## config.mk

```make
export PLATFORM = sky130hd
export DESIGN_NAME = sih_queue
export DESIGN_NICKNAME = d
export VERILOG_FILES = /design/src/sih_pkg.sv /design/src/sih_queue.sv
export SDC_FILE = /design/constraint.sdc
export NUM_CORES = 1
export LEC_CHECK = 0
export BUFFER_PORTS_ARGS = -buffer_cell sky130_fd_sc_hd__buf_4
export CORE_AREA = 2 2 278 143
export DETAILED_ROUTE_END_ITERATION = 8
export DIE_AREA = 0 0 280 145
export HOLD_SLACK_MARGIN = 0.02
export PLACE_DENSITY_LB_ADDON = 0.05
export REMOVE_ABC_BUFFERS = 1
export SETUP_SLACK_MARGIN = 0.1
export SKIP_LAST_GASP = 1
export SLEW_MARGIN = 20
export SYNTH_ARGS = -nofsm -noshare
export SYNTH_HDL_FRONTEND = slang
export SYNTH_SLANG_ARGS = --single-unit
```

## constraint.sdc

```tcl
create_clock -name clk -period 12 [get_ports clk]
set_input_delay 1.8 -clock clk [delete_from_list [all_inputs] [get_ports clk]]
set_output_delay 1.8 -clock clk [all_outputs]
set_load 0.05 [all_outputs]
```

## src/sih_pkg.sv

```systemverilog
package sih_pkg;

	localparam int WINDOW_STRIPES = 1024;
	localparam int TYPE_COUNT     = 32;

	localparam int WIN_W    = (WINDOW_STRIPES > 1) ? $clog2(WINDOW_STRIPES) : 1;
	localparam int TYPE_W   = 5;
	localparam int BLK_W    = 48;
	localparam int IDX_W    = 10;
	localparam int CFG_W    = 32;
	localparam int CNT_W    = 32;
	localparam int TOT_W    = 64;
	localparam int SIZE_W   = BLK_W + 1;
	localparam int CIDX_W   = 2;
	localparam int DIV_CNT_W = $clog2(BLK_W + 1);

	localparam int QUEUE_DEPTH = 2;
	localparam int QPTR_W      = $clog2(QUEUE_DEPTH);
	localparam int QCNT_W      = $clog2(QUEUE_DEPTH + 1);

	localparam logic [CIDX_W-1:0] REG_BPS   = 2'd0;
	localparam logic [CIDX_W-1:0] REG_FIRST = 2'd1;
	localparam logic [CIDX_W-1:0] REG_MASK  = 2'd2;

	typedef enum logic [1:0] {
		ST_OK       = 2'd0,
		ST_FILTERED = 2'd1,
		ST_OUTSIDE  = 2'd2,
		ST_REVERSED = 2'd3
	} status_t;

	typedef struct packed {
		logic [CFG_W-1:0] bps;
		logic [CFG_W-1:0] first_stripe;
		logic [CFG_W-1:0] type_mask;
	} cfg_t;

	// one classified item handed from front to back
	typedef struct packed {
		logic              readout;
		logic              account;
		status_t           status;
		logic [IDX_W-1:0]  idx;
		logic [BLK_W-1:0]  qf;
		logic [BLK_W-1:0]  ql;
		logic [CFG_W-1:0]  rf;
		logic [CFG_W-1:0]  rl;
		logic [SIZE_W-1:0] size;
	} cmd_t;

	typedef enum logic [1:0] {
		F_IDLE,
		F_DIV,
		F_PUSH
	} front_state_t;

	typedef enum logic [2:0] {
		B_CLEAR,
		B_IDLE,
		B_SETUP,
		B_READ,
		B_RDATA,
		B_WRD,
		B_WWR,
		B_OUT
	} back_state_t;

	function automatic logic [CFG_W-1:0] eff_bps(input logic [CFG_W-1:0] bps);
		return (bps == '0) ? CFG_W'(1) : bps;
	endfunction

	function automatic logic [TOT_W-1:0] sat_add64(input logic [TOT_W-1:0] a,
			input logic [TOT_W-1:0] b);
		logic [TOT_W:0] s;
		s = {1'b0, a} + {1'b0, b};
		return s[TOT_W] ? '1 : s[TOT_W-1:0];
	endfunction

endpackage

```

## src/sih_queue.sv

```systemverilog
module sih_queue (
	input  logic          clk,
	input  logic          arst_n,
	input  logic          push,
	input  sih_pkg::cmd_t din,
	output logic          full,
	input  logic          pop,
	output sih_pkg::cmd_t dout,
	output logic          empty
);
	import sih_pkg::*;

	cmd_t              mem_q [QUEUE_DEPTH];
	logic [QPTR_W-1:0] wr_q, rd_q;
	logic [QCNT_W-1:0] cnt_q;

	assign full  = cnt_q == QCNT_W'(QUEUE_DEPTH);
	assign empty = cnt_q == '0;
	assign dout  = mem_q[rd_q];

	always_ff @(posedge clk or negedge arst_n) begin
		if (!arst_n) begin
			wr_q  <= '0;
			rd_q  <= '0;
			cnt_q <= '0;
		end else begin
			if (push) begin
				wr_q <= (wr_q == QPTR_W'(QUEUE_DEPTH - 1)) ? '0 : wr_q + 1'b1;
			end
			if (pop) begin
				rd_q <= (rd_q == QPTR_W'(QUEUE_DEPTH - 1)) ? '0 : rd_q + 1'b1;
			end
			if (push && !pop) begin
				cnt_q <= cnt_q + 1'b1;
			end else if (pop && !push) begin
				cnt_q <= cnt_q - 1'b1;
			end
		end
	end

	always_ff @(posedge clk) begin
		if (push) begin
			mem_q[wr_q] <= din;
		end
	end
endmodule

```

==> reports/results.tsv, run 1 <==
metric	value	unit
outcome	finished clean	
Clock transition at path regs	0.06	ns
fin nets	1417	
Detail Route Antenna Nets	0	
Final Wtd Congestion	0.765	
Max Cap Violations	0	
first-pass GRT wire length	52.2	mm
Highest Signal Layer	met4	
Switching Fraction	0.393	
# resized after CTS	0	
total CTS buffers	41	
TritonCTS clock tree	done	
Die X	280	microns
Root Buffer	clkbuf_16	
Max stage delay cell, worst path	dfrtp_4	
number of max-slew violations in the final report	0	
Synth area leader	edfxtp_1	
First-pass DRT Iterations	4	
vias after detailed routing	8115	
fmax	0.202	GHz
Vias/cell	4.72	
CP required	10.20	ns
worst-path fanout max	59	
clock latency on the worst-skew pair	0.53	ns
met3 wire len	2.60	mm
Worst Hold Class	reg2reg	
area delta synth->final	30.1	%
Die H	145	microns
WL per Instance	20.6	microns
delay of the slowest critical-path stage	0.99	ns
# port buffers	451	
Crit path max-delay family	buffers and inverters	
Critical Path Start Type	flip-flop	
setup slack after layout	7.06	ns
setup TNS	0	ns
Rows	51	
worst clock skew	0.0204	ns
routed wire length	35.4	mm
crit-path cells	buf_4, mux2_2, buf_4	
Yosys top cell area share	0.791	
Final period util	0.412	
pwr dens	279	nW/um^2
Finished Core Util	0.576	
met2 WL post-DR	18.1	mm
die area	40600	sq um
Static Leakage	8.68	nW
global route overflow	0	
arrival time at the worst endpoint	3.14	ns
Core Area	38200	sq um
DP HPWL	23.4	mm
Setup Buffers After CTS	0	
top cells by area, synth	edfxtp_1, mux2_4, mux2_2	
M1 WL	14.1	mm
critical setup path kind	reg2out	
post-layout min period	4.94	ns
Synth cell types	13	
Initial Util	0.443	
share of cells above drive strength 1	0.612	
worst-margin pin slew	1.08	ns
post-synthesis register bit count	450	
htree depth	2	
clk buf depth	3	
RSZ-0062 raised after global routing	false	
Ys Warns	0	
mapped cell area	16900	sq um
vias in the first global route	8501	
Clock Power Share	0.200	
WP buf/inv	2	
Critical Path End Type	output pin	
hold buffers post-CTS	0	
post-synthesis sequential area ratio	0.797	
syn avg cell area	23.9	sq um
Finish-stage setup viols	0	
pin count of the biggest net entering global routing	74	
combinational power share	0.444	
Crit path top cell by count	buf_4	
register share of total power	0.356	
# IOs	452	
initial antenna violation count	0	
internal power	3.73	mW
pre-CTS setup slack	7.48	ns
Net Switching	2.42	mW
Fin. Hold Viols	0	
worst vdd ir	0.138	mV
Clock Sink Count	450	
Gate Count Post-Synth	710	
DRC violations left	0	
Max-slew headroom	0.282	
GRT Util Overall	0.171	
initial DRC count	424	
==> flip-flops by register name (all words and copies together) (netlist names) <==
name / flops
wr_q: 1
mem_q: 446
cnt_q: 2
rd_q: 1
==> cells in the mapped netlist <==
cell type and count:
buf_2 6, nor2b_1 2, xnor2_1 1, ha_1 1
xor2_1 4, inv_1 1, buf_6 19, and2_1 1
nor2_1 2, edfxtp_1 446, mux2_4 160, mux2_2 63
dfrtp_1 4
==> final timing paths <==
check / from / to / slack, ns / depth (start not counted)
worst max register to register: wr_q / mem_q[1][4] / 9.00 / 3
min in group asynchronous: arst_n / cnt_q[1] / 1.06 / 1
worst min-delay path: cnt_q[1] / cnt_q[1] / 0.49 / 1
worst min register to register: cnt_q[1] / cnt_q[1] / 0.49 / 1
max in group asynchronous: arst_n / rd_q / 10.82 / 1
worst max-delay path: rd_q / dout[213] / 7.06 / 3
==> layer usage <==
metal | track usage | vias up
met5 | 0 | -
met4 | 0.0385 | 0
met3 | 0.0573 | 44
met2 | 0.294 | 214
met1 | 0.208 | 4072
li1 | - | 3785
==> through the flow <==
| step | std cells | power (mW) | area [sq um] | hold WS [ns] |
|---|---|---|---|---|
| 2_1_floorplan | 685 | 4.54 | 16700 | 0.455 |
| 3_5_place_dp | 1649 | 4.99 | 20800 | 0.476 |
| 5_1_grt | 1718 | 6.39 | 22000 | 0.510 |
| 3_3_place_gp | 1649 | 4.98 | 20800 | 0.475 |
| 4_1_cts | 1718 | 6.23 | 22000 | 0.494 |
| 6_report | 1719 | 6.15 | 22000 | 0.490 |
==> cell families after synthesis <==
| logic type | after synthesis | synth area share |
|---|---|---|
| and+or+nand+nor | 5 | 0.00155 |
| DFF | 450 | 0.797 |
| muxes | 223 | 0.184 |
| buffers and inverters | 26 | 0.0146 |
| adders and majority gates | 1 | 0.000739 |
| xor gates and xnor gates | 5 | 0.00259 |
==> worst reg2reg max path, delay by kind of cell, from the launching register on <==
family / cells / cell delay [ns]
buf+inv: 2 / 1.60
flops: 1 / 0.42
simple gates: 1 / 0.52
==> placed cells by master (no fill, tap or decap) <==
master       n
clkbuf_16   41
bufinv_16    3
xor2_1       4
buf_4      460
mux2_2      63
buf_6        1
clkbuf_1     3
clkinv_1     9
mux2_4     160
xnor2_1      1
nor2b_1      1
ha_1         1
dfrtp_1      3
clkinv_2    13
inv_1        1
nor2_1       2
dfrtp_4      1
diode_2      1
nor2b_4      1
and2_4       1
edfxtp_1   446
==> final cells by class <==
type | instances | area, sq um
Clock buffer | 44 | 1040
Fill cell | 2951 | 16200
Multi-Input combinational cell | 234 | 3200
Clock inverter | 25 | 189
Sequential cell | 450 | 13500
Timing Repair Buffer | 461 | 3460
Tap cell | 503 | 629
Antenna cell | 1 | 2.50
Inverter | 1 | 3.75
==> power by group through the flow <==
stage | Combinational [mW] | Sequential (mW) | Clock (mW)
floorplan | 2.13 | 2.41 | 0
global placement | 2.77 | 2.22 | 0
detailed placement | 2.76 | 2.23 | 0
CTS | 2.77 | 2.20 | 1.27
global route | 2.84 | 2.22 | 1.33
finish | 2.73 | 2.19 | 1.23
(Power assumes the default switching activity.)
==> run 2, diff against run 1 <==
Clock period 12 ns to 5 ns, I/O delays scaled along.
==> run 2 against run 1 <==
  * Final cell count increased by 0.23%
  * Count of clock-buffer cells in the layout increased by 10
  * Global-route usage decreased by 0.31 points
  * Sequential share of layout area decreased by 0.19 points
  * Critical path depth unchanged
  * Combinational power increased by 140%
  * First-iteration DRC count decreased by 0.47%
  * Total power increased by 140%
  * Register-to-register slack got worse by 6.1 ns
  * Clock power increased by 130%
  * Core utilization increased by 0.18 points
  * Routed wire length decreased by 0.90%
  * Critical path type unchanged
  * Critical endpoint is now dout[221]
  * Largest cell class unchanged
==> reports/results.tsv, run 2 (same netlist as run 1, synthesis figures left out) <==
metric	value	unit
Setup Buffers After CTS	0	
fmax	0.335	GHz
crit-path cells	buf_12, mux2_2, buf_4	
Clock transition at path regs	0.06	ns
worst clock skew	0.0156	ns
number of max-slew violations in the final report	0	
Fin. Hold Viols	0	
Worst Hold Class	in2reg	
Pwr Total	14.7	mW
area delta synth->final	30.5	%
register share of total power	0.351	
pre-CTS setup slack	2.41	ns
htree depth	2	
max reg flops	446	
critical setup path kind	reg2out	
Rows	51	
worst-margin pin slew	0.852	ns
Reg2Reg Depth	2	
largest registers	mem_q x446, cnt_q x2	
fin nets	1418	
RSZ-0062 raised after global routing	false	
share of cells above drive strength 1	0.607	
commonest cells after routing, fill and taps aside	buf_4, edfxtp_1, mux2_4	
Final period util	0.596	
Worst R2R End	mem_q[0][53]	
pin count of the biggest net entering global routing	95	
first-pass GRT wire length	51.0	mm
# resized after CTS	0	
pwr dens	666	nW/um^2
hold buffers post-CTS	1	
routed wire length	35.1	mm
Net Switching	5.81	mW
Detail Route Antenna Nets	0	
die area	40600	sq um
vias after detailed routing	8126	
setup slack after layout	2.02	ns
Critical Path End Type	output pin	
initial antenna violation count	1	
Vias/cell	4.72	
most common cell after layout, fill and taps aside	buf_4	
worst vdd ir	0.367	mV
r2r setup slk	2.89	ns
setup TNS	0	ns
initial DRC count	422	
arrival time at the worst endpoint	2.23	ns
CP required	4.25	ns
Root Buffer	clkbuf_16	
Clock Power Share	0.195	
internal power	8.90	mW
DP HPWL	23.1	mm
worst-path fanout max	89	
Max stage delay cell, worst path	dfrtp_4	
total CTS buffers	41	
Core Area	38200	sq um
outcome	finished clean	
clock latency on the worst-skew pair	0.53	ns
Critical Path Start Type	flip-flop	
# IOs	452	
Die X	280	microns
clk buf depth	3	
Initial Util	0.443	
delay of the slowest critical-path stage	0.46	ns
FILL cells	2919	
Worst Hold Depth	1	
min-delay src	din[160]	
Biggest register	mem_q	
Finish-stage setup viols	0	
GRT Util Overall	0.168	
DRC violations left	0	
Max Cap Violations	0	
FF-to-FF Start	wr_q	
Die H	145	microns
TritonCTS clock tree	done	
vias in the first global route	8239	
First-pass DRT Iterations	6	
Switching Fraction	0.395	
Static Leakage	8.69	nW
Max-slew headroom	0.431	
global route overflow	0	
WL per Instance	20.4	microns
post-layout min period	2.98	ns
combinational power share	0.454	
WP buf/inv	2	
hold endpoint	mem_q[1][160]	
Crit path max-delay family	buffers and inverters	
Final Wtd Congestion	0.753	
Clock Sink Count	450	
# port buffers	451	
## run 2: changes by cell type in the layout (fill, tap and decap cells not counted)
cell | before | now
buf_12 | 0 | 7
clkbuf_1 | 3 | 11
inv_6 | 0 | 1
clkinv_2 | 13 | 9
buf_6 | 1 | 0
clkinv_1 | 9 | 8
bufinv_16 | 3 | 0
dlygate4sd3_1 | 0 | 1
buf_4 | 460 | 454
clkbuf_16 | 41 | 43
## run 2: layout make-up
| type | count | area, sq um | share of cell area |
|---|---|---|---|
| diodes | 1 | 2.50 | 0.000113 |
| clock buffers | 54 | 1120 | 0.0506 |
| clock inverters | 18 | 83.8 | 0.00379 |
| inverters | 1 | 3.75 | 0.000170 |
| multi-input cells | 234 | 3200 | 0.145 |
| flip-flops and latches | 450 | 13500 | 0.611 |
| well taps | 503 | 629 | 0.0285 |
| repair buffers | 462 | 3560 | 0.161 |
## run 2: power groups by stage
stage | sequential [mW] | combinational [mW] | clock (mW)
2_1_floorplan | 5.69 | 4.23 | 0
3_3_place_gp | 5.22 | 6.76 | 0
3_5_place_dp | 5.25 | 6.75 | 0
4_1_cts | 5.17 | 6.76 | 2.97
5_1_grt | 5.22 | 6.92 | 3.13
6_report | 5.16 | 6.68 | 2.87
## run 2: how the worst max path moves through the flow
stage	slack, ns	startpoint	to	cells after the start
floorplan	-6.19	push	mem_q[0][0]	1
global placement	2.42	push	mem_q[0][125]	3
detailed placement	2.41	push	mem_q[0][58]	3
CTS	2.00	rd_q	dout[221]	3
global route	1.92	rd_q	dout[221]	3
finish	2.02	rd_q	dout[221]	3
## run 2: through the flow
step                      hold WS [ns]  instance area [sq um]  instances  utilization
after floorplan                  0.454                  16700        685            -
after global placement           0.473                  20900       1649        0.546
after detailed placement         0.489                  20900       1649        0.546
after CTS                        0.356                  22100       1722        0.578
after global routing             0.351                  22100       1723        0.578
final                            0.397                  22100       1723        0.578
## run 2: metal layers
metal / GRT usage / routed length (microns) / share of wire
met4: 0.0465 / 682 / 0.019
met5: 0 / 0 / 0
met1: 0.201 / 14100 / 0.40
met2: 0.288 / 17800 / 0.51
met3: 0.0568 / 2480 / 0.071
