### src/sih_pkg.sv
package sih_pkg;

	localparam int WINDOW_STRIPES = 1024;
	localparam int TYPE_COUNT     = 32;

	localparam int WIN_W    = (WINDOW_STRIPES > 1) ? $clog2(WINDOW_STRIPES) : 1;
	localparam int TYPE_W   = 5;
	localparam int BLK_W    = 48;
	localparam int IDX_W    = 10;
	localparam int CFG_W    = 32;
	localparam int CNT_W    = 32;
	localparam int TOT_W    = 64;
	localparam int SIZE_W   = BLK_W + 1;
	localparam int CIDX_W   = 2;
	localparam int DIV_CNT_W = $clog2(BLK_W + 1);

	localparam int QUEUE_DEPTH = 2;
	localparam int QPTR_W      = $clog2(QUEUE_DEPTH);
	localparam int QCNT_W      = $clog2(QUEUE_DEPTH + 1);

	localparam logic [CIDX_W-1:0] REG_BPS   = 2'd0;
	localparam logic [CIDX_W-1:0] REG_FIRST = 2'd1;
	localparam logic [CIDX_W-1:0] REG_MASK  = 2'd2;

	typedef enum logic [1:0] {
		ST_OK       = 2'd0,
		ST_FILTERED = 2'd1,
		ST_OUTSIDE  = 2'd2,
		ST_REVERSED = 2'd3
	} status_t;

	typedef struct packed {
		logic [CFG_W-1:0] bps;
		logic [CFG_W-1:0] first_stripe;
		logic [CFG_W-1:0] type_mask;
	} cfg_t;

	// one classified item handed from front to back
	typedef struct packed {
		logic              readout;
		logic              account;
		status_t           status;
		logic [IDX_W-1:0]  idx;
		logic [BLK_W-1:0]  qf;
		logic [BLK_W-1:0]  ql;
		logic [CFG_W-1:0]  rf;
		logic [CFG_W-1:0]  rl;
		logic [SIZE_W-1:0] size;
	} cmd_t;

	typedef enum logic [1:0] {
		F_IDLE,
		F_DIV,
		F_PUSH
	} front_state_t;

	typedef enum logic [2:0] {
		B_CLEAR,
		B_IDLE,
		B_SETUP,
		B_READ,
		B_RDATA,
		B_WRD,
		B_WWR,
		B_OUT
	} back_state_t;

	function automatic logic [CFG_W-1:0] eff_bps(input logic [CFG_W-1:0] bps);
		return (bps == '0) ? CFG_W'(1) : bps;
	endfunction

	function automatic logic [TOT_W-1:0] sat_add64(input logic [TOT_W-1:0] a,
			input logic [TOT_W-1:0] b);
		logic [TOT_W:0] s;
		s = {1'b0, a} + {1'b0, b};
		return s[TOT_W] ? '1 : s[TOT_W-1:0];
	endfunction

endpackage

### src/sih_in_if.sv
interface sih_in_if;
	import sih_pkg::*;

	logic              valid;
	logic              ready;
	logic              mode;
	logic [TYPE_W-1:0] request_type;
	logic [BLK_W-1:0]  start_block;
	logic [BLK_W-1:0]  end_block;
	logic [IDX_W-1:0]  counter_index;

	modport source(output valid, mode, request_type, start_block, end_block, counter_index,
		input ready);
	modport sink(input valid, mode, request_type, start_block, end_block, counter_index,
		output ready);
endinterface

### src/sih_div.sv
module sih_div (
	input  logic                      clk,
	input  logic                      arst_n,
	input  logic                      start,
	input  logic [sih_pkg::BLK_W-1:0] dividend,
	input  logic [sih_pkg::CFG_W-1:0] divisor,
	output logic                      busy,
	output logic [sih_pkg::BLK_W-1:0] quot,
	output logic [sih_pkg::CFG_W-1:0] rem
);
	import sih_pkg::*;

	logic                 busy_q;
	logic [DIV_CNT_W-1:0] cnt_q;
	logic [BLK_W-1:0]     quot_q;
	logic [CFG_W-1:0]     rem_q;
	logic [CFG_W-1:0]     dvs_q;
	logic [CFG_W:0]       trial;
	logic                 take;

	// restoring division, one quotient bit per cycle
	assign trial = {rem_q, quot_q[BLK_W-1]};
	assign take  = trial >= {1'b0, dvs_q};

	always_ff @(posedge clk or negedge arst_n) begin
		if (!arst_n) begin
			busy_q <= 1'b0;
			cnt_q  <= '0;
		end else if (start) begin
			busy_q <= 1'b1;
			cnt_q  <= DIV_CNT_W'(BLK_W);
		end else if (busy_q) begin
			cnt_q <= cnt_q - 1'b1;
			if (cnt_q == DIV_CNT_W'(1)) begin
				busy_q <= 1'b0;
			end
		end
	end

	always_ff @(posedge clk) begin
		if (start) begin
			quot_q <= dividend;
			rem_q  <= '0;
			dvs_q  <= divisor;
		end else if (busy_q) begin
			quot_q <= {quot_q[BLK_W-2:0], take};
			rem_q  <= take ? CFG_W'(trial - {1'b0, dvs_q}) : trial[CFG_W-1:0];
		end
	end

	assign busy = busy_q;
	assign quot = quot_q;
	assign rem  = rem_q;
endmodule

### src/sih_front.sv
module sih_front (
	input  logic          clk,
	input  logic          arst_n,
	sih_in_if.sink        in_ch,
	input  sih_pkg::cfg_t cfg,
	input  logic          clearing,
	input  logic          q_full,
	output logic          push,
	output sih_pkg::cmd_t cmd
);
	import sih_pkg::*;

	front_state_t     state_q, state_d;
	cmd_t             cmd_q;
	logic             accept;
	logic             pass;
	logic             is_acc;
	logic             busy_a, busy_b;
	logic [BLK_W-1:0] quot_a, quot_b;
	logic [CFG_W-1:0] rem_a, rem_b;
	logic [CFG_W-1:0] bps;

	assign bps  = eff_bps(cfg.bps);
	assign pass = (cfg.type_mask == '0)
		|| (({2'b00, in_ch.request_type} < 7'(TYPE_COUNT))
		&& cfg.type_mask[in_ch.request_type]);
	assign is_acc = !in_ch.mode && pass && (in_ch.start_block <= in_ch.end_block);

	always_comb begin
		state_d = state_q;
		case (state_q)
			F_IDLE: begin
				if (accept) begin
					state_d = is_acc ? F_DIV : F_PUSH;
				end
			end
			F_DIV: begin
				if (!busy_a && !busy_b) begin
					state_d = F_PUSH;
				end
			end
			F_PUSH: begin
				if (!q_full) begin
					state_d = F_IDLE;
				end
			end
			default: state_d = F_IDLE;
		endcase
	end

	always_comb begin
		in_ch.ready = 1'b0;
		push        = 1'b0;
		case (state_q)
			F_IDLE:  in_ch.ready = !clearing;
			F_PUSH:  push = !q_full;
			default: ;
		endcase
	end

	assign accept = in_ch.valid && in_ch.ready;

	always_ff @(posedge clk or negedge arst_n) begin
		if (!arst_n) begin
			state_q <= F_IDLE;
		end else begin
			state_q <= state_d;
		end
	end

	always_ff @(posedge clk) begin
		if (accept) begin
			cmd_q.readout <= in_ch.mode;
			cmd_q.account <= is_acc;
			cmd_q.idx     <= in_ch.counter_index;
			cmd_q.qf      <= '0;
			cmd_q.ql      <= '0;
			cmd_q.rf      <= '0;
			cmd_q.rl      <= '0;
			cmd_q.size    <= {1'b0, in_ch.end_block} - {1'b0, in_ch.start_block}
				+ SIZE_W'(1);
			if (in_ch.mode) begin
				cmd_q.status <= (32'(in_ch.counter_index) >= WINDOW_STRIPES)
					? ST_OUTSIDE : ST_OK;
			end else if (!pass) begin
				cmd_q.status <= ST_FILTERED;
			end else if (!is_acc) begin
				cmd_q.status <= ST_REVERSED;
			end else begin
				cmd_q.status <= ST_OK;
			end
		end
	end

	sih_div u_div_first (
		.clk      (clk),
		.arst_n   (arst_n),
		.start    (accept && is_acc),
		.dividend (in_ch.start_block),
		.divisor  (bps),
		.busy     (busy_a),
		.quot     (quot_a),
		.rem      (rem_a)
	);

	sih_div u_div_last (
		.clk      (clk),
		.arst_n   (arst_n),
		.start    (accept && is_acc),
		.dividend (in_ch.end_block),
		.divisor  (bps),
		.busy     (busy_b),
		.quot     (quot_b),
		.rem      (rem_b)
	);

	always_comb begin
		cmd    = cmd_q;
		cmd.qf = quot_a;
		cmd.ql = quot_b;
		cmd.rf = rem_a;
		cmd.rl = rem_b;
	end
endmodule

### src/flat_wrapper.sv
// flat-port wrapper written by rule: the top's interface ports become plain ports
module sih_front_flat import sih_pkg::*;
  (clk, arst_n, cfg, clearing, q_full, push, cmd, in_ch_valid, in_ch_mode, in_ch_request_type, in_ch_start_block, in_ch_end_block, in_ch_counter_index, in_ch_ready);
  sih_in_if in_ch_i ();
  input  logic clk;
  input  logic arst_n;
  input  sih_pkg::cfg_t cfg;
  input  logic clearing;
  input  logic q_full;
  output logic push;
  output sih_pkg::cmd_t cmd;
  input wire logic [$bits(in_ch_i.valid)-1:0] in_ch_valid;
  input wire logic [$bits(in_ch_i.mode)-1:0] in_ch_mode;
  input wire logic [$bits(in_ch_i.request_type)-1:0] in_ch_request_type;
  input wire logic [$bits(in_ch_i.start_block)-1:0] in_ch_start_block;
  input wire logic [$bits(in_ch_i.end_block)-1:0] in_ch_end_block;
  input wire logic [$bits(in_ch_i.counter_index)-1:0] in_ch_counter_index;
  output wire logic [$bits(in_ch_i.ready)-1:0] in_ch_ready;
  assign in_ch_i.valid = in_ch_valid;
  assign in_ch_i.mode = in_ch_mode;
  assign in_ch_i.request_type = in_ch_request_type;
  assign in_ch_i.start_block = in_ch_start_block;
  assign in_ch_i.end_block = in_ch_end_block;
  assign in_ch_i.counter_index = in_ch_counter_index;
  assign in_ch_ready = in_ch_i.ready;
  sih_front u_core (.clk(clk), .arst_n(arst_n), .in_ch(in_ch_i), .cfg(cfg), .clearing(clearing), .q_full(q_full), .push(push), .cmd(cmd));
endmodule
### config.mk
export PLATFORM = sky130hd
export DESIGN_NAME = sih_front_flat
export DESIGN_NICKNAME = d
export VERILOG_FILES = /design/src/sih_pkg.sv /design/src/sih_in_if.sv /design/src/sih_div.sv /design/src/sih_front.sv /design/src/flat_wrapper.sv
export SDC_FILE = /design/constraint.sdc
export NUM_CORES = 1
export LEC_CHECK = 0
export BUFFER_PORTS_ARGS = -buffer_cell sky130_fd_sc_hd__buf_4
export CORE_AREA = 2 2 201 203
export CTS_BUF_LIST = sky130_fd_sc_hd__clkbuf_4 sky130_fd_sc_hd__clkbuf_8 sky130_fd_sc_hd__clkbuf_16
export CTS_CLUSTER_SIZE = 40
export DETAILED_ROUTE_END_ITERATION = 8
export DIE_AREA = 0 0 203 205
export GPL_ROUTABILITY_DRIVEN = 1
export PLACE_DENSITY = 0.77
export SLEW_MARGIN = 40
export SYNTH_ARGS = -nofsm -noshare
export SYNTH_HDL_FRONTEND = slang
export SYNTH_SLANG_ARGS = --single-unit
export TNS_END_PERCENT = 30
### constraint.sdc
create_clock -name clk -period 3.9 [get_ports clk]
set_input_delay 0.39 -clock clk [delete_from_list [all_inputs] [get_ports clk]]
set_output_delay 0.39 -clock clk [all_outputs]
set_load 0.05 [all_outputs]
==> results of run 1 <==
[power by group]
group          switching, mW  total [mW]  internal [mW]
Sequential             0.947        5.47           4.52
Clock                   1.31        3.29           1.98
Combinational           7.74        12.2           4.48
Total                   9.99        21.0           11.0
[critical path, cell delays in order, from the launching register on]
cell	delay (ns)
edfxtp_1	0.35
inv_1	0.16
ha_1	0.32
a211oi_1	0.30
nor3b_1	0.12
o41a_1	0.34
o31a_1	0.37
o21ai_0	0.18
buf_4	0.15
o21a_2	0.29
buf_4	0.36
nor3b_1	0.12
a21oi_1	0.17
a211oi_2	0.09
[metal layers]
| layer | GRT usage | vias up |
|---|---|---|
| li1 | - | 7958 |
| met1 | 0.348 | 7937 |
| met2 | 0.454 | 601 |
| met3 | 0.0500 | 88 |
| met4 | 0.0988 | 0 |
| met5 | 0 | - |
[timing repair]
item,in CTS,in global routing
endpoints found under the hold margin,22,0
hold buffers,7,0
gates resized for setup,0,0
[cells in the mapped netlist (all sizes together), types with 23 or more instances]
library cell,number
xor2,39
mux2,100
nand2,100
a21o,82
buf,26
xnor2,50
nor3,37
nor4,25
nor2b,23
a21oi,160
dfxtp,64
clkbuf,81
inv,173
nand4,45
nor2,152
edfxtp,191
nand3,25
o21ai,64
a211oi,56
ha,211
[cell type report]
type / count / area share
antenna: 4 / 0.000413
clock buffer: 38 / 0.0366
clock inverter: 22 / 0.0108
inverter: 173 / 0.0273
multi-input combinational: 1420 / 0.449
sequential: 271 / 0.306
tap: 525 / 0.0271
timing repair buffer: 447 / 0.143
[flip-flops by register name (all words and copies together) (netlist names)]
signal / cells
u_core.cmd: 63
u_core.state_q: 2
u_core.u_div_first.busy: 1
u_core.u_div_first.cnt_q: 6
u_core.u_div_first.dvs_q: 32
u_core.u_div_first.quot: 48
u_core.u_div_first.rem: 32
u_core.u_div_last.busy: 1
u_core.u_div_last.cnt_q: 6
u_core.u_div_last.quot: 48
u_core.u_div_last.rem: 32
[stage by stage]
stage / util / hold slack, ns / setup WS, ns
after global placement: 0.584 / 0.263 / 0.154
final: 0.615 / 0.0234 / 0.413
after detailed placement: 0.584 / 0.271 / 0.0296
after floorplan: - / 0.0944 / 0.0240
after global routing: 0.615 / 0.00762 / 0.156
after CTS: 0.615 / 0.0000941 / 0.485
[worst max path at each step]
stage / startpoint / end / slack, ns / cells past startpoint
5_1_grt: u_core.u_div_first.dvs_q[4]$_SDFFCE_PN0P_ / u_core.u_div_last.rem[12]$_SDFFE_PP0P_ / 0.16 / 13
6_report: u_core.u_div_first.dvs_q[4]$_SDFFCE_PN0P_ / u_core.u_div_last.rem[6]$_SDFFE_PP0P_ / 0.41 / 13
2_1_floorplan: u_core.state_q[1]$_DFFE_PN0P_ / u_core.u_div_last.quot[0]$_DFFE_PP_ / 0.02 / 8
3_3_place_gp: in_ch_end_block[29] / u_core.u_div_last.quot[47]$_DFFE_PP_ / 0.15 / 15
4_1_cts: u_core.u_div_first.dvs_q[4]$_SDFFCE_PN0P_ / u_core.u_div_last.rem[18]$_SDFFE_PP0P_ / 0.48 / 12
3_5_place_dp: in_ch_end_block[29] / u_core.u_div_last.quot[43]$_DFFE_PP_ / 0.03 / 15
[logic make-up after synthesis]
group / share of synthesized area
buffers and inverters: 0.0597
and+or+nand+nor: 0.120
adders and majority gates: 0.139
DFF: 0.382
muxes: 0.0798
xor gates and xnor gates: 0.0401
AOI/OAI and AO/OA: 0.179
==> flow_results.org, run 1 <==
** Pwr
- Worst supply voltage drop on vdd :: 758 uV
- Leakage power summed over all cells :: 11.1 nW
- Power comes to 21.0 mW.
- Dividing total power by cell area gives a power density of 866 nW/um^2.

** Placed design
- At the end of routability-driven placement, the weighted congestion stood at 0.963.
- # port buffers :: 405
- DPL Wire Length :: 45,100 um
- Number of placed instances, taps included :: 2,829
- Area after DPL :: 23,000 um^2

** Worst hold path
- Worst hold path startpoint :: cfg[95]
- Cell depth of the worst hold path :: 1
- For hold timing, the worst endpoint is u_core.u_div_first.dvs_q[31]$_SDFFCE_PN0P_.
- Hold Path Class :: input port to flip-flop

** Cells and area
- Layout net count :: 2,774
- From synthesis to final layout, the design area changed by 24.6%.
- In the layout the commonest cells are buf_4, ha_1, edfxtp_1.
- The finished cells cover 24,200 um^2.
- Filler instances :: 3,259
- Layout cells sized above 1 :: 0.259
- The library cell used most frequently in the layout, excluding fill and tap cells, is buf_4.
- Once layout is complete, the cells apart from fillers number 2,900.
- Area of combinational cells with multiple inputs :: 10,900 um^2
- Sequential cell area in the final layout :: 7420 um^2

** Floorplan
- The initial utilization of the core area, before any placement, comes to 0.494.
- Core area :: 39,400 um^2
- Horiz. Die Dim :: 203 um
- From bottom edge to top edge, the die measures 205 um.
- Area enclosed by the die boundary :: 41,600 um^2
- Boundary pin count :: 438
- Number of placement rows :: 73

** Setup path
- The worst register-to-register path ends at u_core.u_div_last.rem[6]$_SDFFE_PP0P_.
- Worst r2r path cells :: 13
- Startpoint type of the worst setup path :: flip-flop
- Crit. End Element :: flip-flop
- CP Data Required Time :: 4.30 ns
- Worst endpoint data arrival time :: 3.89 ns
- The startpoint identified for the worst register-to-register timing path is u_core.u_div_first.dvs_q[4]$_SDFFCE_PN0P_.
- Start-to-end type of the worst setup path :: flip-flop to flip-flop
- Max FO, Critical Path :: 28
- R2R setup slack :: 0.41 ns

** Synth
- Mapped Area :: 19,400 um^2
- edfxtp_1 takes more of the synthesized area than any other cell.
- Ranked by total cell area, the synthesized netlist is headed by edfxtp_1, ha_1, dfxtp_1.
- Synth cell types :: 77
- Most frequently used flop master after synthesis :: edfxtp_1
- Of the synthesized area, sequential elements account for 0.382.
- Register bit total from synthesis :: 271
- Post-synthesis cell count :: 1,971
- Counting flops with a built-in enable in the synthesized netlist gives 191.
- Of the post-synthesis cell area, the dominant cell type holds 0.295.
- In this run the mean area of a mapped cell was 9.86 um^2.
- Counting every net in the synthesized netlist gives 2,398.
- Number of warnings issued by yosys :: 0
- Async set-reset flop share out of synthesis :: 0.0590

** Timing
- Max-slew headroom :: 0.474
- Tcrit/Tclk final :: 0.894
- Number of pins with negative max-slew slack in the final report :: 0
- Accumulated negative setup slack :: 0 ns
- Final Critical Period :: 3.49 ns
- The final hold violation count is 0.
- At the pin with the least slew margin, the transition time is 0.782 ns.
- Timing would allow up to 287 MHz.
- Unrepaired setup endpoints after global routing :: false
- Finish-stage setup viols :: 0
- Between clock sinks in the finished design, the worst skew comes to 0.0210 ns.

** Global routing
- Vias in the first global route :: 16.3k
- Global-route wire length before repair :: 88,700 um
- Number of antenna violations at the first check in global routing :: 4
- Congestion Overflow GR :: 0
- Entering global routing, the biggest net connects 64 pins.
- Overall global routing resource usage :: 0.270

** Drt
- Routed met1 length :: 24,600 um
- Highest routed metal layer :: met4
- Via count normalized by instance count :: 5.72
- Number of DRC markers after the initial detailed-route iteration :: 1,099
- Routed wire length :: 57,400 um
- In the final routed layout, each cell accounts on average for 19.8 um.
- Wire segments on met3 add up to 3880 um in the final route.
- Once detail routing completed, the nets flagged for antenna violations numbered 0.
- The routed design uses 27,000 um of met2 wire.
- For this run, the detailed router's first-pass iteration total came to 7.
- Residual DRC :: 0
- The routed layout has 16.6k vias.

** Clock tree
- Buffers added to address setup during post-CTS repair amount to 0.
- Clock latency on the worst-skew pair, taken at its later pin, is 0.55 ns.
- The clock passes through at most 3 buffers.
- Level count of the clock H-tree :: 2
- Clock sink count :: 271
- Buffer type at the clock tree root :: clkbuf_16
- Clock slew seen by the registers of the worst setup and hold paths :: 0.06 ns
- TritonCTS built the clock tree.
- TritonCTS buffer count :: 34

** Run
- The tool flagged a number of max-cap violations equal to 0.

** Status
- The flow ran to the end, and the final reports show no timing, DRC or antenna violations.
Note: power is estimated with default switching activity, not from simulation.
==> run 2, diff against run 1 <==
CORE_AREA = 2 2 187 189   (was 2 2 201 203)
DIE_AREA = 0 0 189 191   (was 0 0 203 205)
PLACE_DENSITY = 0.84   (was 0.77)
clock period = 4.2 ns   (was 3.9 ns; I/O delays follow)
==> run 2 against run 1 <==
Effect of this change:
- global-route usage grew 4.1 points
- first-iteration DRC count increased by 9.7%
- critical path type unchanged
- non-clock buffer count down 2
- via count grew 1.9%
- critical path depth decreased by 2
- critical endpoint is now u_core.u_div_last.rem[27]$_SDFFE_PP0P_
- fmax decreased by 5.2%
- total power is 9.5% lower
- die area down 13%
==> flow_results.org, run 2 (synthesized netlist as in run 1, its figures left out) <==
** Status
- Status :: complete, no violations

** Clock tree
- Worst-skew pair later-pin latency :: 0.60 ns
- Clock sink count :: 271
- The tree is rooted in a clkbuf_16.
- Buffers added to address setup during post-CTS repair amount to 0.
- TritonCTS created 30 clock buffers.
- In this run the deepest clock path goes through 3 buffers.
- After clock tree synthesis, the clock-pin slew on the worst setup and hold paths is 0.07 ns.
- CTS tree :: built
- In this run the number of H-tree levels came out at 1.

** Floorplan
- Number of placement rows :: 68
- The die is 191 um tall.
- The die covers 36,100 um^2.
- Initial standard-cell utilization of the core :: 0.570
- Core area :: 34,100 um^2
- Boundary pin count :: 438
- Horiz. Die Dim :: 189 um

** Drt
- Via count normalized by instance count :: 5.98
- Total number of vias :: 16.9k
- Routed wire length :: 58,000 um
- Number of DRC markers after the initial detailed-route iteration :: 1,206
- Drt pass-1 iters :: 6
- The count of nets left with antenna violations once routing finished came out at 0.
- Residual DRC :: 0
- Routed wire per std cell :: 20.5 um

** Global routing
- The total overflow left after global routing is 0.
- The number of global-route vias before repair came to 16.7k.
- Maximum number of pins on one net before global-route repair :: 65
- Overall global routing resource usage :: 0.311
- The first global-routing pass estimated 89,400 um of wire.
- Number of antenna violations at the first check in global routing :: 4

** Timing
- Accumulated negative setup slack :: 0 ns
- Setup repair after global routing left no endpoint under its margin.
- Final Critical Period :: 3.68 ns
- Maximum frequency from static timing analysis :: 272 MHz
- In the finished design, the share of the clock period the worst path needs comes to 0.875.
- The count of final max-slew check failures came to 0.
- Setup violations remaining at the end of the flow were counted as 0.
- The final hold violation count came to 0.
- Headroom to the max-slew limit came out at 0.465.
- Hold timing on the final database bottoms out at a slack of 0.0247 ns.
- Final clock skew :: 0.0264 ns
- Tightest Pin Transition :: 0.795 ns

** Pwr
- Of the total power, combinational logic draws 0.597.
- Worst supply voltage drop on vdd :: 736 uV
- Of the total power, the share spent switching nets is 0.485.
- The analysis attributes to cell leakage a power of 11.0 nW.
- Power spread over the standard cell area amounts to 792 nW/um^2.
- Clock group share of total power :: 0.135
- Sw Pwr :: 9.21 mW
- Seq pwr share :: 0.268
- Cell-internal power :: 9.77 mW
- Final Power :: 19.0 mW

** Setup path
- STA classifies the critical path endpoint as a flip-flop.
- At the worst endpoint, the required time is 4.67 ns.
- Startpoint type of the worst setup path :: flip-flop
- By startpoint and endpoint, the worst setup path is classified as flip-flop to flip-flop.
- Max FO, Critical Path :: 15
- Worst endpoint data arrival time :: 4.15 ns

** Cells and area
- Most frequent standard cell in the layout excluding fill and tap cells :: buf_4
- In the layout the commonest cells are buf_4, ha_1, edfxtp_1.
- Layout net count :: 2,768
- Relative to the synthesized area, the layout overhead comes to 23.2%.
- Of the cells placed in the final design, the portion with a size suffix greater than 1 is 0.254.
- Flip-flop count of the largest register, all copies and words added :: 63
- Filler instances :: 2,518

** Placed design
- # port buffers :: 405
- DPL Wire Length :: 45,300 um
- Routability cong. :: 0.932

** Run
- Max-cap violations :: 0

** Worst hold path
- Hold Path Class :: input port to flip-flop
## run 2: cell count changes in the layout (fill, tap and decap cells not counted), moves of 3 or more
cell           delta
clkbuf_16         -4
bufinv_16         -5
dlygate4sd3_1     +7
clkbuf_4          +7
clkinv_2          -3
buf_4            -10
## run 2: layer usage
metal	GRT usage	wire length, um	up-vias	share of wire
met2	0.525	27400	712	0.47
met4	0.140	2720	0	0.047
met5	0	0	-	0
li1	-	-	7937	-
met1	0.386	23300	8095	0.40
met3	0.0632	4570	147	0.079
## run 2: cell type report
cell class,instances,area (um^2),share of cell area
flip-flops and latches,271,7420,0.310
repair buffers,445,3470,0.145
clock buffers,43,867,0.0362
clock inverters,13,91.3,0.00381
diodes,5,12.5,0.000522
well taps,455,569,0.0238
multi-input cells,1420,10900,0.454
inverters,173,661,0.0276
## run 2: worst paths after layout
path	startpoint	to	slack (ns)	cells after the start
worst max register to register	u_core.u_div_first.dvs_q[4]$_SDFFCE_PN0P_	u_core.u_div_last.rem[27]$_SDFFE_PP0P_	0.52	11
worst min-delay path	cfg[76]	u_core.u_div_first.dvs_q[12]$_SDFFCE_PN0P_	0.02	1
worst max-delay path	u_core.u_div_first.dvs_q[4]$_SDFFCE_PN0P_	u_core.u_div_last.rem[27]$_SDFFE_PP0P_	0.52	11
max in group asynchronous	arst_n	u_core.u_div_first.busy$_DFF_PN0_	3.69	2
min in group asynchronous	arst_n	u_core.u_div_last.cnt_q[3]$_DFFE_PN0P_	0.30	2
worst min register to register	u_core.u_div_first.cnt_q[5]$_DFFE_PN0P_	u_core.u_div_first.cnt_q[5]$_DFFE_PN0P_	0.53	2
## run 2: what timing repair did
item,in CTS,in global routing
hold buffers,13,1
hold endpoints to repair,28,1
gates resized for setup,0,0
## run 2: power groups by stage
stage | clock (mW) | sequential [mW] | combinational [mW]
after floorplan | 0 | 8.01 | 5.20
after global placement | 0 | 5.08 | 11.0
after detailed placement | 0 | 5.11 | 11.2
after CTS | 2.59 | 5.08 | 11.3
after global routing | 2.70 | 5.21 | 12.1
final | 2.56 | 5.09 | 11.3
## run 2: through the flow
step / utilization / setup WS (ns) / cell area (um^2) / std cells
6_report: 0.702 / 0.524 / 24000 / 2825
5_1_grt: 0.702 / 0.362 / 24000 / 2824
4_1_cts: 0.701 / 0.577 / 23900 / 2819
3_5_place_dp: 0.669 / 0.193 / 22800 / 2750
3_3_place_gp: 0.669 / 0.275 / 22800 / 2750
2_1_floorplan: - / 0.324 / 19400 / 1971
## run 2: critical path, cell delays in order (launching register included)
cell and delay, ns:
edfxtp_1 0.37, inv_1 0.18, ha_1 0.33, a211oi_1 0.32, nor3b_1 0.13, o41a_1 0.38, o31a_1 0.37, o21ai_0 0.41
o21a_2 0.25, buf_4 0.22, mux2_2 0.35, a32o_1 0.25
==> run 3, diff against run 2 <==
CORE_AREA = 2 2 190 192   (was 2 2 187 189)
DIE_AREA = 0 0 192 194   (was 0 0 189 191)
PLACE_DENSITY = 0.81   (was 0.84)
clock period = 3.8 ns   (was 4.2 ns; I/O delays follow)
==> run 3 against run 2 <==
Effect of this change:
- register-to-register slack worse by 0.24 ns
- combinational power up 12%
- non-clock buffer count up 47
- first-iteration DRC count down 4.4%
- critical endpoint is now u_core.u_div_last.rem[26]$_SDFFE_PP0P_
- critical path type unchanged
==> flow_results.org, run 3 (synthesized netlist as in run 1, its figures left out) <==
** Status
- Status :: complete, no violations

** Cells and area
- At the end of the flow the core is filled with cells to 0.695.
- Final standard cell count with taps included and fillers excluded :: 2,873
- Flip-flop count of the largest register, all copies and words added :: 63
- The finished cells cover 24,500 um^2.
- In the final design database the tool counted 2,815 nets.
- In the final layout, the multi-input gates occupy 10,900 um^2.
- Sequential cell area in the final layout :: 7420 um^2
- Layout cells sized above 1 :: 0.256
- Filler instances :: 2,599
- Most frequent standard cell in the layout excluding fill and tap cells :: buf_4
- Area growth syn-to-layout :: 25.9%
- Leaving out fill and tap cells, the most frequent cells in the layout are buf_4, ha_1, edfxtp_1.

** Global routing
- Routing layer with the top usage in global route :: met2
- In the global route stage, met2 resource usage came out at 0.514.
- In the global route stage, met3 resource usage came out at 0.0509.
- For this run, global-route usage on met1 was measured as 0.389.
- Number of antenna violations at the first check in global routing :: 0
- Maximum number of pins on one net before global-route repair :: 64
- The number of global-route vias before repair came to 16.6k.
- Overall global routing resource usage :: 0.302
- Global routing finished with a remaining overflow of 0.
- Global-route wire length before repair :: 89,300 um

** Floorplan
- Number of placement rows :: 69
- Core area :: 35,200 um^2
- The die covers 37,200 um^2.
- The floorplan step set the die width to 192 um.
- Die height :: 194 um
- Boundary pin count :: 438
- Initial standard-cell utilization of the core :: 0.552

** Run
- The tool flagged a number of max-cap violations equal to 0.

** Timing
- Tightest Pin Transition :: 0.784 ns
- Maximum frequency from static timing analysis :: 285 MHz
- Max-slew headroom :: 0.472
- Clock skew on the completed layout was measured at 0.0136 ns.
- Number of pins with negative max-slew slack in the final report :: 0
- For the finished layout, the period the worst path requires is 3.51 ns.
- Finish-stage setup viols :: 0
- The final hold violation count is 0.
- In the finished design, the share of the clock period the worst path needs comes to 0.924.
- Setup repair after global routing left no endpoint under its margin.

** Pwr
- Worst supply voltage drop on vdd :: 822 uV
- In this run the static leakage power is 11.3 nW.
- In this run the power density over the cells is 871 nW/um^2.
- Final Power :: 21.3 mW

** Placed design
- Area after DPL :: 23,100 um^2
- Buffers placed on the I/O ports in this run total 405.
- After legalization and detailed placement, the total HPWL measured 44,000 um.
- At the end of routability-driven placement, the weighted congestion stood at 0.931.
- Number of placed instances, taps included :: 2,777

** Worst hold path
- Along the worst hold path, the cell count comes to 1.
- Hold path endpoint :: u_core.cmd[222]$_DFFE_PP_
- The tightest min-delay check is of the input port to flip-flop type.
- Worst hold path startpoint :: in_ch_mode

** Setup path
- CP Data Required Time :: 4.24 ns
- Worst reg2reg path startpoint :: u_core.u_div_first.dvs_q[4]$_SDFFCE_PN0P_
- Endpoint of the lowest-slack register-to-register path :: u_core.u_div_last.rem[26]$_SDFFE_PP0P_
- Start-to-end type of the worst setup path :: flip-flop to flip-flop
- Crit. End Element :: flip-flop
- Max FO, Critical Path :: 16
- Startpoint type of the worst setup path :: flip-flop
- Worst r2r path cells :: 12
- Worst endpoint data arrival time :: 3.95 ns
- In this run the register-to-register setup slack is 0.29 ns.

** Clock tree
- Worst-skew pair later-pin latency :: 0.58 ns
- Once the clock tree was built, the setup fixing pass inserted 0 buffers.
- CTS tree :: built
- Clock sink count :: 271
- Level count of the clock H-tree :: 1
- TritonCTS created 30 clock buffers.
- Buffer type at the clock tree root :: clkbuf_16
- Number of buffers between clock root and the deepest sink :: 3
- Clock-pin slew was measured on the worst setup and hold paths at 0.06 ns.

** Drt
- Routed wire length :: 58,000 um
- Total number of vias :: 16.9k
- Number of nets still failing antenna checks after routing :: 0
- The detailed router finished its first iteration with 1,153 violations.
- In the routed design, unresolved DRC markers number 0.
- The first detailed-routing pass took 5 iterations.
- Dividing the detail-routed via count by the number of cells gives 5.89.
- Routed wire per std cell :: 20.2 um
==> run 3: changes by cell type in the layout (fill, tap and decap cells not counted), moves of 2 or more <==
| cell | previous run | this run |
|---|---|---|
| clkbuf_4 | 10 | 7 |
| dlygate4sd3_1 | 14 | 40 |
| buf_12 | 7 | 11 |
| diode_2 | 5 | 1 |
| clkinv_1 | 4 | 7 |
| bufinv_16 | 0 | 3 |
| buf_4 | 423 | 440 |
| clkinvlp_2 | 2 | 0 |
==> run 3: how the worst max path moves through the flow <==
stage,from,end
2_1_floorplan,u_core.state_q[1]$_DFFE_PN0P_,u_core.u_div_first.quot[0]$_DFFE_PP_
3_3_place_gp,in_ch_end_block[1],u_core.cmd[45]$_DFFE_PP_
3_5_place_dp,in_ch_end_block[2],u_core.cmd[46]$_DFFE_PP_
4_1_cts,u_core.u_div_first.dvs_q[20]$_SDFFCE_PN0P_,u_core.u_div_last.rem[26]$_SDFFE_PP0P_
5_1_grt,u_core.u_div_first.dvs_q[20]$_SDFFCE_PN0P_,u_core.u_div_last.rem[26]$_SDFFE_PP0P_
6_report,u_core.u_div_first.dvs_q[4]$_SDFFCE_PN0P_,u_core.u_div_last.rem[26]$_SDFFE_PP0P_
==> run 3: per-layer routing <==
| metal | up-vias | part of all wire |
|---|---|---|
| met5 | - | 0 |
| met3 | 92 | 0.077 |
| met4 | 0 | 0.032 |
| li1 | 8039 | - |
| met2 | 717 | 0.48 |
| met1 | 8067 | 0.41 |
==> run 3: worst max-delay path, stage by stage (launching register included) <==
cell      delay [ns]
edfxtp_1        0.36
inv_1           0.17
ha_1            0.32
a211oi_1        0.31
nor3b_1         0.12
o41a_1          0.36
o31a_1          0.38
o21ai_0         0.20
buf_4           0.15
o21a_2          0.38
buf_4           0.27
mux2i_1         0.26
a211oi_2        0.10
==> run 3: repair_timing <==
| item | in CTS | in global routing |
|---|---|---|
| setup endpoints to repair | 0 | 1 |
| hold endpoints to repair | 55 | 0 |
| hold buffers | 40 | 0 |
| resized for setup | 0 | 1 |
==> run 3: stage by stage <==
step / TNS (ns) / worst slack (ns) / hold slack, ns
global placement: -0.00524 / -0.00524 / 0.247
global route: 0 / 0.0372 / 0.0123
detailed placement: -0.0486 / -0.0293 / 0.252
floorplan: 0 / 0.101 / 0.0844
CTS: 0 / 0.308 / 0.000532
finish: 0 / 0.288 / 0.0242
==> run 3: report_power, final <==
| group | total [mW] | internal (mW) | switching (mW) |
|---|---|---|---|
| logic | 12.6 | 4.68 | 7.95 |
| clock network | 3.00 | 1.77 | 1.23 |
| registers | 5.67 | 4.64 | 1.03 |
==> run 3: final cells by class <==
| cell class | instances | share of cell area |
|---|---|---|
| Antenna cell | 1 | 0.000102 |
| Clock buffer | 40 | 0.0350 |
| Clock inverter | 15 | 0.00588 |
| Inverter | 173 | 0.0272 |
| Multi-Input combinational cell | 1420 | 0.444 |
| Sequential cell | 271 | 0.303 |
| Tap cell | 461 | 0.0236 |
| Timing Repair Buffer | 492 | 0.161 |
